==> src/rtl/sfir_pkg.sv <==
// sfir_pkg: shared types, constants and arithmetic helpers of the six channel decimating fir
// no dependencies
package sfir_pkg;

  localparam int TAP_COUNT_DEF  = 16;
  localparam int DECIMATION_DEF = 1;

  localparam int CH     = 6;
  localparam int SMP_W  = 16;
  localparam int TAP_W  = 16;
  localparam int PROD_W = SMP_W + TAP_W;
  localparam int ACC_W  = 40;
  localparam int POS_W  = 7;   // tap position width, covers the largest tap count
  localparam int TAB_N  = 16;  // designed tap set length

  typedef logic signed [SMP_W-1:0]  smp_t;
  typedef logic signed [TAP_W-1:0]  tap_t;
  typedef logic signed [PROD_W-1:0] prod_t;
  typedef logic signed [ACC_W-1:0]  acc_t;
  typedef smp_t [CH-1:0]            smp_vec_t;
  typedef acc_t [CH-1:0]            acc_row_t;

  localparam tap_t TAP_TAB [TAB_N] = '{
    -16'sd91,   -16'sd203,  -16'sd163,  16'sd343,
    16'sd1545,  16'sd3341,  16'sd5206,  16'sd6406,
    16'sd6406,  16'sd5206,  16'sd3341,  16'sd1545,
    16'sd343,   -16'sd163,  -16'sd203,  -16'sd91
  };

  // q1.15 tap at a position, zero beyond the designed set
  function automatic tap_t tap_at(input logic [POS_W-1:0] pos);
    tap_t t;
    t = '0;
    if (pos < POS_W'(TAB_N)) begin
      t = TAP_TAB[pos[3:0]];
    end
    return t;
  endfunction

  // round half up back to sample scale, then saturate
  function automatic smp_t round_sat(input acc_t a);
    logic signed [ACC_W:0]       b;
    logic signed [ACC_W-15:0]    q;
    smp_t                        r;
    b = {a[ACC_W-1], a} + (ACC_W+1)'(16384);
    q = b[ACC_W:15];
    if (q > (ACC_W-14)'(32767)) begin
      r = 16'sh7fff;
    end else if (q < -(ACC_W-14)'(32768)) begin
      r = 16'sh8000;
    end else begin
      r = q[SMP_W-1:0];
    end
    return r;
  endfunction

endpackage

==> src/rtl/sfir_if.sv <==
// sfir_in_if and sfir_out_if: valid/ready channels carrying six samples per item
// depends on sfir_pkg
interface sfir_in_if;
  logic             valid;
  logic             ready;
  sfir_pkg::smp_t   accel_x_in;
  sfir_pkg::smp_t   accel_y_in;
  sfir_pkg::smp_t   accel_z_in;
  sfir_pkg::smp_t   rate_x_in;
  sfir_pkg::smp_t   rate_y_in;
  sfir_pkg::smp_t   rate_z_in;

  modport source (output valid, accel_x_in, accel_y_in, accel_z_in,
                  rate_x_in, rate_y_in, rate_z_in, input ready);
  modport sink   (input valid, accel_x_in, accel_y_in, accel_z_in,
                  rate_x_in, rate_y_in, rate_z_in, output ready);
endinterface


==> src/rtl/sfir_front.sv <==
// sfir_front: accepts items, tags each with its position in the tap cycle, two entry queue
// depends on sfir_pkg and sfir_in_if
module sfir_front #(
  parameter int TAP_COUNT = sfir_pkg::TAP_COUNT_DEF,
  localparam int IDX_W    = (TAP_COUNT > 1) ? $clog2(TAP_COUNT) : 1
) (
  input  logic                 clk,
  input  logic                 rst_n,
  sfir_in_if.sink              in_if,
  output logic                 q_valid,
  output sfir_pkg::smp_vec_t   q_smp,
  output logic [IDX_W-1:0]     q_tag,
  input  logic                 q_pop
);

  sfir_pkg::smp_vec_t  ent_smp_r [2];
  logic [IDX_W-1:0]    ent_tag_r [2];
  logic                wr_ptr_r, rd_ptr_r;
  logic [1:0]          fill_r;
  logic [IDX_W-1:0]    cnt_r;
  logic                push, pop;

  assign in_if.ready = (fill_r != 2'd2);
  assign push        = in_if.valid && in_if.ready;
  assign pop         = q_pop && q_valid;

  assign q_valid = (fill_r != 2'd0);
  assign q_smp   = ent_smp_r[rd_ptr_r];
  assign q_tag   = ent_tag_r[rd_ptr_r];

  always_ff @(posedge clk) begin
    if (!rst_n) begin
      wr_ptr_r <= 1'b0;
      rd_ptr_r <= 1'b0;
      fill_r   <= 2'd0;
      cnt_r    <= '0;
    end else begin
      if (push) begin
        wr_ptr_r <= ~wr_ptr_r;
        cnt_r    <= (cnt_r == IDX_W'(TAP_COUNT - 1)) ? '0 : cnt_r + 1'b1;
      end
      if (pop) begin
        rd_ptr_r <= ~rd_ptr_r;
      end
      fill_r <= fill_r + {1'b0, push} - {1'b0, pop};
    end
  end

  always_ff @(posedge clk) begin
    if (push) begin
      ent_smp_r[wr_ptr_r] <= {in_if.rate_z_in, in_if.rate_y_in, in_if.rate_x_in,
                              in_if.accel_z_in, in_if.accel_y_in, in_if.accel_x_in};
      ent_tag_r[wr_ptr_r] <= cnt_r;
    end
  end

endmodule

==> src/flat_wrapper.sv <==
// flat-port wrapper written by rule: the top's interface ports become plain ports
module sfir_front_flat 
#(
  parameter int TAP_COUNT = sfir_pkg::TAP_COUNT_DEF,
  localparam int IDX_W    = (TAP_COUNT > 1) ? $clog2(TAP_COUNT) : 1
)
  (clk, rst_n, q_valid, q_smp, q_tag, q_pop, in_if_valid, in_if_accel_x_in, in_if_accel_y_in, in_if_accel_z_in, in_if_rate_x_in, in_if_rate_y_in, in_if_rate_z_in, in_if_ready);
  sfir_in_if in_if_i ();
  input  logic clk;
  input  logic rst_n;
  output logic q_valid;
  output sfir_pkg::smp_vec_t q_smp;
  output logic [IDX_W-1:0] q_tag;
  input  logic q_pop;
  input wire logic [$bits(in_if_i.valid)-1:0] in_if_valid;
  input wire logic [$bits(in_if_i.accel_x_in)-1:0] in_if_accel_x_in;
  input wire logic [$bits(in_if_i.accel_y_in)-1:0] in_if_accel_y_in;
  input wire logic [$bits(in_if_i.accel_z_in)-1:0] in_if_accel_z_in;
  input wire logic [$bits(in_if_i.rate_x_in)-1:0] in_if_rate_x_in;
  input wire logic [$bits(in_if_i.rate_y_in)-1:0] in_if_rate_y_in;
  input wire logic [$bits(in_if_i.rate_z_in)-1:0] in_if_rate_z_in;
  output wire logic [$bits(in_if_i.ready)-1:0] in_if_ready;
  assign in_if_i.valid = in_if_valid;
  assign in_if_i.accel_x_in = in_if_accel_x_in;
  assign in_if_i.accel_y_in = in_if_accel_y_in;
  assign in_if_i.accel_z_in = in_if_accel_z_in;
  assign in_if_i.rate_x_in = in_if_rate_x_in;
  assign in_if_i.rate_y_in = in_if_rate_y_in;
  assign in_if_i.rate_z_in = in_if_rate_z_in;
  assign in_if_ready = in_if_i.ready;
  sfir_front #(.TAP_COUNT(TAP_COUNT)) u_core (.clk(clk), .rst_n(rst_n), .in_if(in_if_i), .q_valid(q_valid), .q_smp(q_smp), .q_tag(q_tag), .q_pop(q_pop));
endmodule
==> config.mk <==
export PLATFORM = sky130hd
export DESIGN_NAME = sfir_front_flat
export DESIGN_NICKNAME = d
export VERILOG_FILES = /design/src/rtl/sfir_pkg.sv /design/src/rtl/sfir_if.sv /design/src/rtl/sfir_front.sv /design/src/flat_wrapper.sv
export SDC_FILE = /design/constraint.sdc
export NUM_CORES = 1
export LEC_CHECK = 0
export BUFFER_PORTS_ARGS = -buffer_cell sky130_fd_sc_hd__buf_4
export CORE_MARGIN = 1
export CORE_UTILIZATION = 49
export CTS_BUF_LIST = sky130_fd_sc_hd__clkbuf_4 sky130_fd_sc_hd__clkbuf_8
export CTS_CLUSTER_SIZE = 30
export DETAILED_ROUTE_END_ITERATION = 10
export PLACE_DENSITY = 0.75
export SYNTH_ARGS = -nofsm -noshare
export SYNTH_HDL_FRONTEND = slang
export SYNTH_SLANG_ARGS = --single-unit
==> constraint.sdc <==
create_clock -name clk -period 9.1 [get_ports clk]
set_input_delay 1.82 -clock clk [delete_from_list [all_inputs] [get_ports clk]]
set_output_delay 1.82 -clock clk [all_outputs]
set_load 0.02 [all_outputs]
==> run_results.csv <==
group,metric,value,unit
status,outcome,"finished, final reports clean",
sta,fmax,0.228,GHz
worst_setup_path,endpoint_kind,"primary output",
sta,setup_viol,0,
global_routing,globalRouteOverflowTotal,0,
clock_tree,clockBufferDepth,3,
drt,ant_nets,0,
layout,layout-drive-gt1-share,59.4,%
sta,grt_setup_unrepaired,"no",
synth,synthDistinctLibCells,26,
floorplan,die_h,127,µm
sta,period_minus_slack,4.38,ns
global_routing,grt_pass1_vias,4339,
drt,vias,4010,
floorplan,die_w,127,µm
synth,ys_seq_area_share,81.2,%
sta,slew_headroom,32.3,%
worst_setup_path,crit_path_start_kind,"flip-flop",
floorplan,start_util,50.1,%
worst_setup_path,crit_arrival,2.56,ns
clock_tree,cts-resized-gates,0,
clock_tree,ctsHtreeMaxLevel,2,
pwr,vdd_drop_max,0.141,mV
layout,num_antenna_cells,0,
global_routing,grt_pass1_wl,21300,µm
drt,routed_wl,13800,µm
synth,synth.area.top_cells,"edfxtp_1 (79%), mux2_2 (15%), dfxtp_1 (2.4%)",
min_path,holdCritPathClass,"reg2reg",
worst_setup_path,path_class,"reg2out",
job,max_cap_violations,0,
sta,post-route-period-util,48.1,%
placed_design,placedCellCount,743,
layout,syn_to_final_growth,31.7,%
synth,ys.flop_type,"edfxtp_1",
floorplan,rows,45,
synth,synthArstFlopShare,0,%
synth,synth_top_area_share,78.9,%
clock_tree,post_cts_buffers,0,
placed_design,gp_congestion,0.780,
drt,wl_per_cell,17.2,µm
synth,synth_top_cell_by_area,"edfxtp_1",
floorplan,die-area,16000,µm²
floorplan,pin_count,202,
sta,drv_slew,0,
synth,yosys_warnings,0,
clock_tree,cts.sinks,209,
floorplan,core,15200,µm²
sta,fin_tns_setup,0,ns
drt,drt_iter0_markers,159,
synth,synthCells,361,
pwr,cellLeakagePower,3.78,nW
clock_tree,hold_buffers,0,
layout,instances_no_fill,804,
drt,first_pass_iters,6,
sta,tightest_slew,1.01,ns
synth,netlist_area,7610,µm²
synth,yosys-top-cells-count,"edfxtp_1 (200), mux2_2 (100), buf_2 (10)",
global_routing,antenna_found_initial,0,
clock_tree,cts_buffers,34,
worst_setup_path,worstPathRequired,7.28,ns
layout,fillers,1064,
sta,fin_hold_ws,0.532,ns
synth,synth_most_common_cell,"edfxtp_1",
worst_setup_path,crit_fanout,77,
synth,synth_edf_count,200,
synth,synth_area_per_cell,21.1,µm²
clock_tree,clock_latency,0.49,ns
clock_tree,cts.clk_slew.worst_paths,0.06,ns
global_routing,grt_max_degree,78,
sta,clock_skew,0.0218,ns
synth,syn_nets,464,
placed_design,pre_cts_ws,5.23,ns
global_routing,grt_use_total,17.4,%
layout,fin_nets,694,
pwr,powerDensity,285,nW/µm²
clock_tree,clockRootBuffer,"clkbuf_8",
placed_design,dp_hpwl,8640,µm
sta,hold_viol_final,0,
drt,via_per_inst,4.99,
clock_tree,tritoncts,"built",
placed_design,portBuffers,201,
synth,ys_ff_latch,209,
sta,setup_ws,4.72,ns
drt,drc,0,
-- worst max-delay path, cell delays in order (launching register included) --
cell	delay [ns]
dfxtp_4	0.56
buf_4	0.81
mux2_2	0.44
buf_4	0.16
-- sequential cells by signal, indices dropped and copies added (netlist names), named ones only --
| name | count |
|---|---|
| u_core.rd_ptr_r | 1 |
| u_core.ent_smp_r | 192 |
| u_core.fill_r | 2 |
| u_core.wr_ptr_r | 1 |
| u_core.cnt_r | 4 |
| u_core.ent_tag_r | 8 |
-- path summary, 6_finish.rpt --
kind	from	end	slack [ns]	cells after the start
hold / removal	u_core.cnt_r[3]	u_core.ent_tag_r[0][3]	0.53	0
setup reg to reg	u_core.fill_r[1]	u_core.ent_smp_r[1][95]	6.61	4
hold reg to reg	u_core.cnt_r[3]	u_core.ent_tag_r[0][3]	0.53	0
setup / recovery	flip-flop	q_smp[39]	4.72	3
-- power breakdown --
group / internal (mW) / switching, mW
clock: 0.444 / 0.336
combinational: 0.384 / 0.444
sequential: 1.21 / 0.0460
total: 2.04 / 0.826
-- layout by cell type (no fill, tap or decap), types with 2 or more instances in the layout --
cell type  synthesis  layout
buf_4              0     205
o21a_1             2       2
nand2_1            2       2
a31oi_1            2       2
a21oi_1            2       2
dfxtp_1            9       8
nand3_1            5       5
inv_1              4       4
clkinv_1           0       5
mux2_2           100     100
clkinv_2           0       4
ha_1               3       3
o21ai_0            3       3
nor2_1             4       4
edfxtp_1         200     200
and2_1             2       2
clkbuf_4           0      13
clkbuf_8           0      39
-- logic make-up (layout without fill, tap and decap cells) --
kind of cell | after synthesis | in the layout | synth area share, %
AO/OA/AOI/OAI | 10 | 10 | 0.789
buffers and inverters | 16 | 271 | 0.953
multiplexers | 101 | 101 | 14.9
flip-flops | 209 | 209 | 81.2
adder cells (fa/ha/maj) | 3 | 3 | 0.493
AND/OR/NAND/NOR | 20 | 20 | 1.36
XOR/XNOR | 2 | 2 | 0.230
-- cell type report --
cell class / instances / area (µm²) / share of cell area, %
multi-input cells: 136 / 1370 / 13.7
flip-flops and latches: 209 / 6190 / 61.7
inverters: 5 / 18.8 / 0.187
repair buffers: 205 / 1540 / 15.4
well taps: 188 / 235 / 2.35
clock inverters: 9 / 38.8 / 0.387
clock buffers: 52 / 634 / 6.33
-- routing by layer --
metal	vias up	global-route usage [%]	routed length, µm
met4	0	5.39	162
met1	1959	19.7	5320
li1	1888	-	-
met5	-	0	0
met2	150	29.7	6960
met3	13	7.72	1360
-- stage by stage --
stage	util, %	power [mW]	instance area, µm²
4_1_cts	66.0	2.90	10000
2_1_floorplan	-	1.78	7620
6_report	66.0	2.86	10000
3_3_place_gp	61.5	2.09	9350
5_1_grt	66.0	2.99	10000
3_5_place_dp	61.5	2.11	9350
Note: power is estimated with default switching activity, not from simulation.
